### src/sv/bfa_pkg.sv
// ----------------------------------------------------------------------------
// bfa_pkg
// Types, constants and helpers for the blend factor pipeline.
// ----------------------------------------------------------------------------
`default_nettype none

package bfa_pkg;

    localparam int CHAN_W = 8;
    localparam int LANES  = 4;
    localparam int PIX_W  = CHAN_W * LANES;
    localparam int PROD_W = 2 * CHAN_W;

    localparam logic [CHAN_W-1:0] CHAN_MAX = 8'hFF;

    // Factor select codes
    typedef enum logic [3:0] {
        FN_ZERO      = 4'd0,
        FN_ONE       = 4'd1,
        FN_SRC       = 4'd2,
        FN_INV_SRC   = 4'd3,
        FN_DST       = 4'd4,
        FN_INV_DST   = 4'd5,
        FN_SA        = 4'd6,
        FN_INV_SA    = 4'd7,
        FN_DA        = 4'd8,
        FN_INV_DA    = 4'd9,
        FN_CONST     = 4'd10,
        FN_INV_CONST = 4'd11,
        FN_CA        = 4'd12,
        FN_INV_CA    = 4'd13,
        FN_SATURATE  = 4'd14,
        FN_KEEP      = 4'd15
    } blend_fn_t;

    // Alpha-derived factors for the lanes; only sat differs on the alpha lane
    typedef struct packed {
        logic [CHAN_W-1:0] sa;
        logic [CHAN_W-1:0] da;
        logic [CHAN_W-1:0] ca;
        logic [CHAN_W-1:0] sat;
    } shared_fac_t;

    // Exact floor(p / 255) for any product of two 8-bit values
    function automatic logic [CHAN_W-1:0] div255(input logic [PROD_W-1:0] p);
        logic [PROD_W:0] t;
        t = {1'b0, p} + {{(CHAN_W+1){1'b0}}, p[PROD_W-1:CHAN_W]} + 17'd1;
        return t[PROD_W-1:CHAN_W];
    endfunction

endpackage

`default_nettype wire

### src/sv/blend_factor_apply.sv
// ----------------------------------------------------------------------------
// blend_factor_apply
// RGBA8 blend factor scaling, one pixel per clock while not stalled.
// ----------------------------------------------------------------------------
// Scales each channel of value_rgba by the blend factor picked with func and
// gives floor(value * factor / 255) per channel, exact in integers. Factors
// come from src_rgba, dst_rgba or the constant colour in blend_color, which
// is loaded through cfg_we / cfg_wdata and must only be written while no
// transaction is in flight. Throughput is one transaction per clock while
// in_stall is low; an accepted pixel is registered after the 8x8
// multipliers and again in the output stage. A two-entry output buffer
// (output register plus skid) keeps in_stall a registered signal: it rises
// only after the output side has stalled with both entries occupied.
// ----------------------------------------------------------------------------
`default_nettype none

module blend_factor_apply (
    input  wire                          clk,
    input  wire                          rst_n,
    // configuration
    input  wire                          cfg_we,
    input  wire  [bfa_pkg::PIX_W-1:0]    cfg_wdata,
    // input transactions
    input  wire                          in_valid,
    output logic                         in_stall,
    input  wire  [3:0]                   func,
    input  wire  [bfa_pkg::PIX_W-1:0]    value_rgba,
    input  wire  [bfa_pkg::PIX_W-1:0]    src_rgba,
    input  wire  [bfa_pkg::PIX_W-1:0]    dst_rgba,
    input  wire                          last_in,
    // output transactions
    output logic                         out_valid,
    input  wire                          out_stall,
    output logic [bfa_pkg::PIX_W-1:0]    result_rgba,
    output logic                         last_out
);
    import bfa_pkg::*;

    logic [PIX_W-1:0]   blend_color_reg;
    logic               s1_valid_reg, s1_valid_next;
    logic               s1_last_reg;
    logic               ready;
    logic               accept;
    blend_fn_t          fn;

    logic [CHAN_W-1:0]  sa, da, ca, inv_da, sat;
    shared_fac_t        fac_lane [LANES];
    logic [LANES-1:0][CHAN_W-1:0] lane_q;

    // whole front pipe moves together while the output buffer has room
    assign accept   = in_valid && ready;
    assign in_stall = !ready;
    assign fn       = blend_fn_t'(func);

    always_ff @(posedge clk or negedge rst_n)
    begin
        if (!rst_n)
        begin
            blend_color_reg <= '0;
        end
        else if (cfg_we)
        begin
            blend_color_reg <= cfg_wdata;
        end
    end

    // alpha terms shared by all lanes
    assign sa     = src_rgba[PIX_W-1 -: CHAN_W];
    assign da     = dst_rgba[PIX_W-1 -: CHAN_W];
    assign ca     = blend_color_reg[PIX_W-1 -: CHAN_W];
    assign inv_da = CHAN_MAX - da;
    assign sat    = (sa < inv_da) ? sa : inv_da;

    // saturate leaves alpha alone: that lane gets a unit factor
    generate
        for (genvar k = 0; k < LANES; k++)
        begin : g_lane
            always_comb
            begin
                fac_lane[k].sa  = sa;
                fac_lane[k].da  = da;
                fac_lane[k].ca  = ca;
                fac_lane[k].sat = (k == LANES - 1) ? CHAN_MAX : sat;
            end

            bfa_lane u_lane (
                .clk        (clk),
                .en         (ready),
                .fn         (fn),
                .v          (value_rgba[k*CHAN_W +: CHAN_W]),
                .sc         (src_rgba[k*CHAN_W +: CHAN_W]),
                .dc         (dst_rgba[k*CHAN_W +: CHAN_W]),
                .kc         (blend_color_reg[k*CHAN_W +: CHAN_W]),
                .shared_fac (fac_lane[k]),
                .q          (lane_q[k])
            );
        end
    endgenerate

    // product stage valid and span marker
    assign s1_valid_next = ready ? accept : s1_valid_reg;

    always_ff @(posedge clk or negedge rst_n)
    begin
        if (!rst_n)
        begin
            s1_valid_reg <= 1'b0;
        end
        else
        begin
            s1_valid_reg <= s1_valid_next;
        end
    end

    always_ff @(posedge clk)
    begin
        if (ready)
        begin
            s1_last_reg <= last_in;
        end
    end

    bfa_merge u_merge (
        .clk         (clk),
        .rst_n       (rst_n),
        .take        (s1_valid_reg && ready),
        .lane_q      (lane_q),
        .last_i      (s1_last_reg),
        .ready       (ready),
        .out_valid   (out_valid),
        .out_stall   (out_stall),
        .result_rgba (result_rgba),
        .last_out    (last_out)
    );

endmodule

`default_nettype wire

### src/sv/bfa_lane.sv
// ----------------------------------------------------------------------------
// bfa_lane
// One channel: factor select, 8x8 multiply into a register, divide by 255.
// ----------------------------------------------------------------------------
`default_nettype none

module bfa_lane (
    input  wire                          clk,
    input  wire                          en,
    input  bfa_pkg::blend_fn_t           fn,
    input  wire  [bfa_pkg::CHAN_W-1:0]   v,
    input  wire  [bfa_pkg::CHAN_W-1:0]   sc,
    input  wire  [bfa_pkg::CHAN_W-1:0]   dc,
    input  wire  [bfa_pkg::CHAN_W-1:0]   kc,
    input  bfa_pkg::shared_fac_t         shared_fac,
    output logic [bfa_pkg::CHAN_W-1:0]   q
);
    import bfa_pkg::*;

    logic [CHAN_W-1:0] factor;
    logic [PROD_W-1:0] prod_reg;
    logic [PROD_W-1:0] prod_next;

    always_comb
    begin
        case (fn)
            FN_ZERO:            factor = '0;
            FN_SRC:             factor = sc;
            FN_INV_SRC:         factor = CHAN_MAX - sc;
            FN_DST:             factor = dc;
            FN_INV_DST:         factor = CHAN_MAX - dc;
            FN_SA:              factor = shared_fac.sa;
            FN_INV_SA:          factor = CHAN_MAX - shared_fac.sa;
            FN_DA:              factor = shared_fac.da;
            FN_INV_DA:          factor = CHAN_MAX - shared_fac.da;
            FN_CONST:           factor = kc;
            FN_INV_CONST:       factor = CHAN_MAX - kc;
            FN_CA:              factor = shared_fac.ca;
            FN_INV_CA:          factor = CHAN_MAX - shared_fac.ca;
            FN_SATURATE:        factor = shared_fac.sat;
            FN_ONE, FN_KEEP:    factor = CHAN_MAX;  // x*255/255 == x
            default:            factor = CHAN_MAX;
        endcase
    end

    assign prod_next = PROD_W'(v) * PROD_W'(factor);

    always_ff @(posedge clk)
    begin
        if (en)
        begin
            prod_reg <= prod_next;
        end
    end

    assign q = div255(prod_reg);

endmodule

`default_nettype wire

### src/sv/bfa_merge.sv
// ----------------------------------------------------------------------------
// bfa_merge
// Packs the lane results into a pixel; output register plus skid stage.
// ----------------------------------------------------------------------------
`default_nettype none

module bfa_merge (
    input  wire                                         clk,
    input  wire                                         rst_n,
    input  wire                                         take,
    input  wire  [bfa_pkg::LANES-1:0][bfa_pkg::CHAN_W-1:0] lane_q,
    input  wire                                         last_i,
    output logic                                        ready,
    output logic                                        out_valid,
    input  wire                                         out_stall,
    output logic [bfa_pkg::PIX_W-1:0]                   result_rgba,
    output logic                                        last_out
);
    import bfa_pkg::*;

    logic [PIX_W-1:0] pix;
    logic             out_valid_reg, out_valid_next;
    logic             skid_valid_reg, skid_valid_next;
    logic [PIX_W-1:0] out_pix_reg, skid_pix_reg;
    logic             out_last_reg, skid_last_reg;
    logic             pop;
    logic             load_out, load_skid, move_skid;

    assign pix  = lane_q;
    assign pop  = out_valid_reg && !out_stall;

    // take only arrives while the skid stage is empty
    assign load_out  = take && (!out_valid_reg || !out_stall);
    assign load_skid = take && out_valid_reg && out_stall;
    assign move_skid = !take && pop && skid_valid_reg;

    always_comb
    begin
        out_valid_next  = out_valid_reg;
        skid_valid_next = skid_valid_reg;
        if (load_out || move_skid)
        begin
            out_valid_next = 1'b1;
        end
        else if (pop)
        begin
            out_valid_next = 1'b0;
        end
        if (load_skid)
        begin
            skid_valid_next = 1'b1;
        end
        else if (move_skid)
        begin
            skid_valid_next = 1'b0;
        end
    end

    always_ff @(posedge clk or negedge rst_n)
    begin
        if (!rst_n)
        begin
            out_valid_reg  <= 1'b0;
            skid_valid_reg <= 1'b0;
        end
        else
        begin
            out_valid_reg  <= out_valid_next;
            skid_valid_reg <= skid_valid_next;
        end
    end

    always_ff @(posedge clk)
    begin
        if (load_out)
        begin
            out_pix_reg  <= pix;
            out_last_reg <= last_i;
        end
        else if (move_skid)
        begin
            out_pix_reg  <= skid_pix_reg;
            out_last_reg <= skid_last_reg;
        end
        if (load_skid)
        begin
            skid_pix_reg  <= pix;
            skid_last_reg <= last_i;
        end
    end

    assign ready       = !skid_valid_reg;
    assign out_valid   = out_valid_reg;
    assign result_rgba = out_pix_reg;
    assign last_out    = out_last_reg;

endmodule

`default_nettype wire

### config.mk
export PLATFORM = sky130hd
export DESIGN_NAME = blend_factor_apply
export DESIGN_NICKNAME = d
export VERILOG_FILES = /design/src/sv/bfa_pkg.sv /design/src/sv/blend_factor_apply.sv /design/src/sv/bfa_lane.sv /design/src/sv/bfa_merge.sv
export SDC_FILE = /design/constraint.sdc
export NUM_CORES = 1
export LEC_CHECK = 0
export BUFFER_PORTS_ARGS = -buffer_cell sky130_fd_sc_hd__buf_4
export CAP_MARGIN = 10
export CORE_ASPECT_RATIO = 0.7
export CORE_UTILIZATION = 45
export CTS_CLUSTER_DIAMETER = 40
export DETAILED_ROUTE_END_ITERATION = 7
export GPL_TIMING_DRIVEN = 0
export PLACE_DENSITY = 0.63
export SETUP_SLACK_MARGIN = 0.5
export SLEW_MARGIN = 20
export SYNTH_ARGS = -nofsm -noshare
export SYNTH_HDL_FRONTEND = slang
export SYNTH_SLANG_ARGS = --single-unit
### constraint.sdc
create_clock -name clk -period 6 [get_ports clk]
set_clock_uncertainty 0.05 [all_clocks]
set_input_delay 0.3 -clock clk [delete_from_list [all_inputs] [get_ports clk]]
set_output_delay 0.3 -clock clk [all_outputs]
set_load 0.01 [all_outputs]
### After elaboration in Yosys (flattened, before gate mapping)

Cells that the tools add are included.

* flip-flop bits (word level): 166
* input port bits: 138
* output and inout port bits: 35

* add/sub/neg operators: 20
* multipliers: 4
* $lt $le $gt $ge: 1
* equal/unequal tests: 15
* mux-type cells: 13
* reduce and logical (&&, ||, !) cells: 26

Operators by type and width (number)
* 8-bit one-hot mux with 15 select lines: 3
* 8-bit subtractor (first input constant): 12
* 16-bit by 1-bit adder with 16-bit output (second input constant): 4
* 16-bit by 8-bit adder with 16-bit output: 4
* 8-bit by 8-bit multiplier with 16-bit output: 4
* 32-bit two-way mux: 2
* 8-bit one-hot mux with 8 select lines: 1
* 4-bit == test (second input constant): 8
* 4-bit by 3-bit == test with 1-bit output (second input constant): 4
* 2-bit OR reduction: 7
* 4-bit by 2-bit == test with 1-bit output (second input constant): 2
* 1-bit logical AND: 8
* 8-bit < comparator: 1
* 8-bit two-way mux: 1
* 1-bit two-way mux: 6
* 2-bit nonzero test: 3
* 4-bit by 1-bit == test with 1-bit output (second input constant): 1
* 1-bit logical NOT: 4
* 4-bit logical NOT: 1
* 3-bit OR reduction: 1
* 1-bit logical OR: 2

### Depth between registers and ports, before layout

* depth in word-level cells: 7
* gate-level depth with buffers: 24
* gate-level depth less buffers: 22

### By module

Synthesis repeated with hierarchy kept, for this count alone.

* cell total of the unflattened synthesis: 2026
* area, all modules: 20310.7 um2

By module, submodules not included
* bfa_lane at g_lane[2].u_lane ...: times used 2, cells an instance 454, area each 4086.4 um2, seq. area each 480.5 um2
* bfa_lane at g_lane[0].u_lane: times used 1, cells an instance 454, area each 4036.4 um2, seq. area each 480.5 um2
* bfa_lane at g_lane[1].u_lane: times used 1, cells an instance 441, area each 3948.8 um2, seq. area each 480.5 um2
* bfa_merge: times used 1, cells an instance 115, area each 2620.0 um2, seq. area each 2031.9 um2
* blend_factor_apply: times used 1, cells an instance 108, area each 1532.7 um2, seq. area each 855.8 um2

### Worst setup path after synthesis

OpenSTA, ideal clock, no wires.

* path kind: input to register
* start point: input src_rgba[31] (netlist bit)
* end point: register g_lane[0].u_lane.prod_reg[14] (data pin)
* arrival: 5386 ps
* data required time: 5684 ps
* setup slack: 298 ps
* stages: 21
* cells stage by stage: ha_1 > and4_1 > o21ai_1 > a21o_1 > buf_6 > and4_2 > nor4_4 > nor2b_1 > fa_1 > inv_1 > fa_1 > inv_1 > fa_1 > inv_1 > fa_1 > inv_1 > ha_1 > o311a_1 > a41o_1 > o41ai_1 > xnor2_1

* longest elaborated chain between the ends: 4

Ends and longest elaborated chain
* start: declaration: RTL line blend_factor_apply.sv:28 `input wire [bfa_pkg::PIX_W-1:0] src_rgba,`
* 8-bit < comparator: RTL line blend_factor_apply.sv:72 `assign sat = (sa < inv_da) ? sa : inv_da;`
* 8-bit two-way mux: RTL line blend_factor_apply.sv:72
* 8-bit one-hot mux with 15 select lines *: RTL line bfa_lane.sv:26 `case (fn)`
* 8-bit by 8-bit multiplier with 16-bit output *: RTL line bfa_lane.sv:46 `assign prod_next = PROD_W'(v) * PROD_W'(factor);`
* named net g_lane[0].u_lane.prod_next[14]: RTL line bfa_lane.sv:22 `logic [PROD_W-1:0] prod_next;`
* end signal: assignment: RTL line bfa_lane.sv:52 `prod_reg <= prod_next;`
* end: declaration: RTL line bfa_lane.sv:21 `logic [PROD_W-1:0] prod_reg;`

The timed path passes the listed nets; every way through them passes the cells marked *.
A chain may end at the register's enable or synchronous reset.

### Final worst setup path

* start point: input src_rgba[29] (netlist bit)
* end point: register g_lane[0].u_lane.prod_reg[14] (data pin)

The elaborated chain is that of the path after synthesis.

==> run metrics <==
final-layout fill cell count=3360; Max-slew headroom=0.317; multi-input logic area=~0.013 mm²; DRC viols=0; crit share post-route=0.914; vias in the first global route=approximately 14000; TritonCTS clock tree=yes; post-detailed-route via-to-cell ratio=between 5 and 6; Worst-Skew Late Latency=around 450 ps; warnings from Yosys=0; EDFF count, synth=131; # diodes=0; startpoint types=primary input; Reg area=just under 0.005 mm²; worst vdd ir=approximately 240 µV; HPWL after detailed placement=between 30000 and 40000 µm; Starting DRT DRC Count=930; max FFs per register=64; kind of critical path=in -> reg; Routed Antenna Nets=0; syn nets=2224; sequential area share after synthesis=0.266; pre-CTS WS=-341 ps; Tmin final=5480 ps; Hold Crit Class=in -> reg; CP Capture Type=flop; I/O pin cnt=173; Root Buffer=clkbuf_16; fin. max-slew vios=0; core area=a little under 0.04 mm²; count of input and output buffers=between 150 and 200; outcome=complete, no violations; Total Nets Final=about 2500; Synth Register Bits=166; Routed WL=about 47000 µm; syn avg cell area=approximately 10 µm²; initial antenna violation count=0; RSZ-0062 raised after global routing=yes; Leak Pwr=9.97 nW; Slew @ Worst Pin=between 1000 and 1500 ps; main flop type after synthesis=edfxtp_1; Row Count=60; # Max-Cap Violations=0; number of detailed-route iterations in the first pass=5; total CTS buffers=17; layout cells sized above 1=0.268; H-tree depth=4; vias=around 14000; die height=~170 µm; commonest cells after routing, fill and taps aside=235 x buf_4, 214 x inv_1, 166 x ha_1; clock buffer depth=2; Worst Path Max Fanout=6; crit path DAT=between 5000 and 6000 ps; die width=241 µm; commonest non-fill, non-tap cell in the layout=buf_4; P&R area growth vs syn=23.4%; drt wl/cell=between 15 and 20 µm; Syn Inst Count=1763; largest net degree at the start of global routing=49; Synth cell types=76; total grt overflow=0; total track usage=0.232; DIE AREA=approximately 0.04 mm²; Critical Path RT=a little over 6000 ps; Async SR Flop Fraction=0.211; utilization after layout=0.572; clk sink count=166; Initial Util=0.463; final setup fails=0; fmax=182 MHz; first-pass GRT wire length=around 74000 µm; final hold vios=0; clock-pin transition on the worst setup and hold timing paths=around 90 ps; GP Congestion=between 0.9 and 1; Post-Syn Area=~0.018 mm²; cell area power density=roughly 420 mW/mm²; fin worst setup slack=slightly above 500 ps
## logic make-up after synthesis
| kind of cell | after synthesis | share of synthesized area |
|---|---|---|
| XOR/XNOR | 130 | 0.0631 |
| AND/OR/NAND/NOR | 536 | 0.169 |
| AO/OA/AOI/OAI | 281 | 0.121 |
| flip-flops | 166 | 0.266 |
| adder cells (fa/ha/maj) | 323 | 0.284 |
| multiplexers | 56 | 0.0347 |
| buffers and inverters | 271 | 0.0614 |
## power by group
part / internal [mW] / switching (mW)
clock: 0.563 / 0.561
combinational: 2.64 / 3.17
sequential: 2.06 / 0.314
## worst max-delay path: stages
cell,delay (ps)
buf_4,150
ha_4,250
a21oi_2,160
o21a_1,210
clkbuf_8,170
nor3_1,70
a2111oi_4,380
buf_4,190
nand3_4,130
and2_4,190
fa_1,450
fa_1,510
fa_1,540
inv_2,40
fa_1,520
inv_2,50
ha_4,230
or2_4,230
o311a_1,150
a41o_1,220
o41ai_2,340
xnor2_1,110
## per-layer routing
| metal | vias up | global-route usage | wire [µm] |
|---|---|---|---|
| met3 | 63 | 0.0478 | 3290 |
| met1 | 6867 | 0.352 | 23400 |
| met2 | 481 | 0.336 | 20100 |
| li1 | 6606 | - | - |
| met4 | 0 | 0.0531 | 653 |
| met5 | - | 0 | 0 |
## Yosys cell counts, drive strengths merged (8+ instances only)
cell type  count  share of area
nor3          23         0.0075
nor4           9          0.011
o21ai         44          0.013
and4           8         0.0040
a2bb2oi        8         0.0053
xor2          71          0.034
a21o          12         0.0050
o22ai         12         0.0059
nand3         35          0.013
buf           36          0.012
a221oi        19         0.0099
mux2          52          0.032
a2111oi       11          0.011
nand2        124          0.026
a21oi         47          0.013
a22o          12         0.0058
clkbuf        15         0.0031
o21a          10         0.0042
nand2b        26         0.0090
nor2b         72          0.025
xnor2         59          0.029
dfrtp         35          0.049
edfxtp       131           0.22
a211oi        17         0.0073
nor2          75          0.016
and2         131          0.045
fa           144           0.16
ha           179           0.12
a22oi         15         0.0062
and3           9         0.0031
inv          220          0.046
a31oi         12         0.0042
o221ai        13         0.0077
## per-stage QoR
step	TNS [ps]	instance area, µm²	hold WS (ps)	power [mW]	std cells
after floorplan	0	18100	-45.6	6.06	1763
after global placement	-41200	20000	295	7.37	2458
after detailed placement	-2800	20100	298	7.54	2461
after CTS	0	21100	8.19	8.84	2518
after global routing	0	22300	12.5	10.2	2570
final	0	22300	23.2	9.30	2570
## layout make-up
class / instances / area share
Buffer: 51 / 0.0142
Clock buffer: 17 / 0.0191
Clock inverter: 15 / 0.00814
Inverter: 220 / 0.0373
Multi-Input combinational cell: 1326 / 0.585
Sequential cell: 166 / 0.216
Tap cell: 527 / 0.0296
Timing Repair Buffer: 248 / 0.0904
## repair_timing
| action | CTS | global route |
|---|---|---|
| hold endpoints to repair | 36 | 0 |
| hold buffers | 2 | 0 |
| setup buffers | 23 | 51 |
| pin swaps | 22 | 77 |
| endpoints found under the setup margin | 19 | 23 |
| gates cloned | 0 | 1 |
| gates resized for setup | 42 | 153 |
## final timing paths
kind / from / to / slack, ps / cells past startpoint
worst max-delay path: src_rgba[29] / g_lane[0].u_lane.prod_reg[14] / 520 / 22
worst max register to register: blend_color_reg[29] / g_lane[2].u_lane.prod_reg[14] / 530 / 21
worst min-delay path: cfg_wdata[31] / blend_color_reg[31] / 20 / 2
min in group asynchronous: rst_n / blend_color_reg[31] / 360 / 2
max in group asynchronous: rst_n / blend_color_reg[26] / 5100 / 2
worst min register to register: s1_last_reg / u_merge.skid_last_reg / 410 / 0
(Power assumes the default switching activity.)
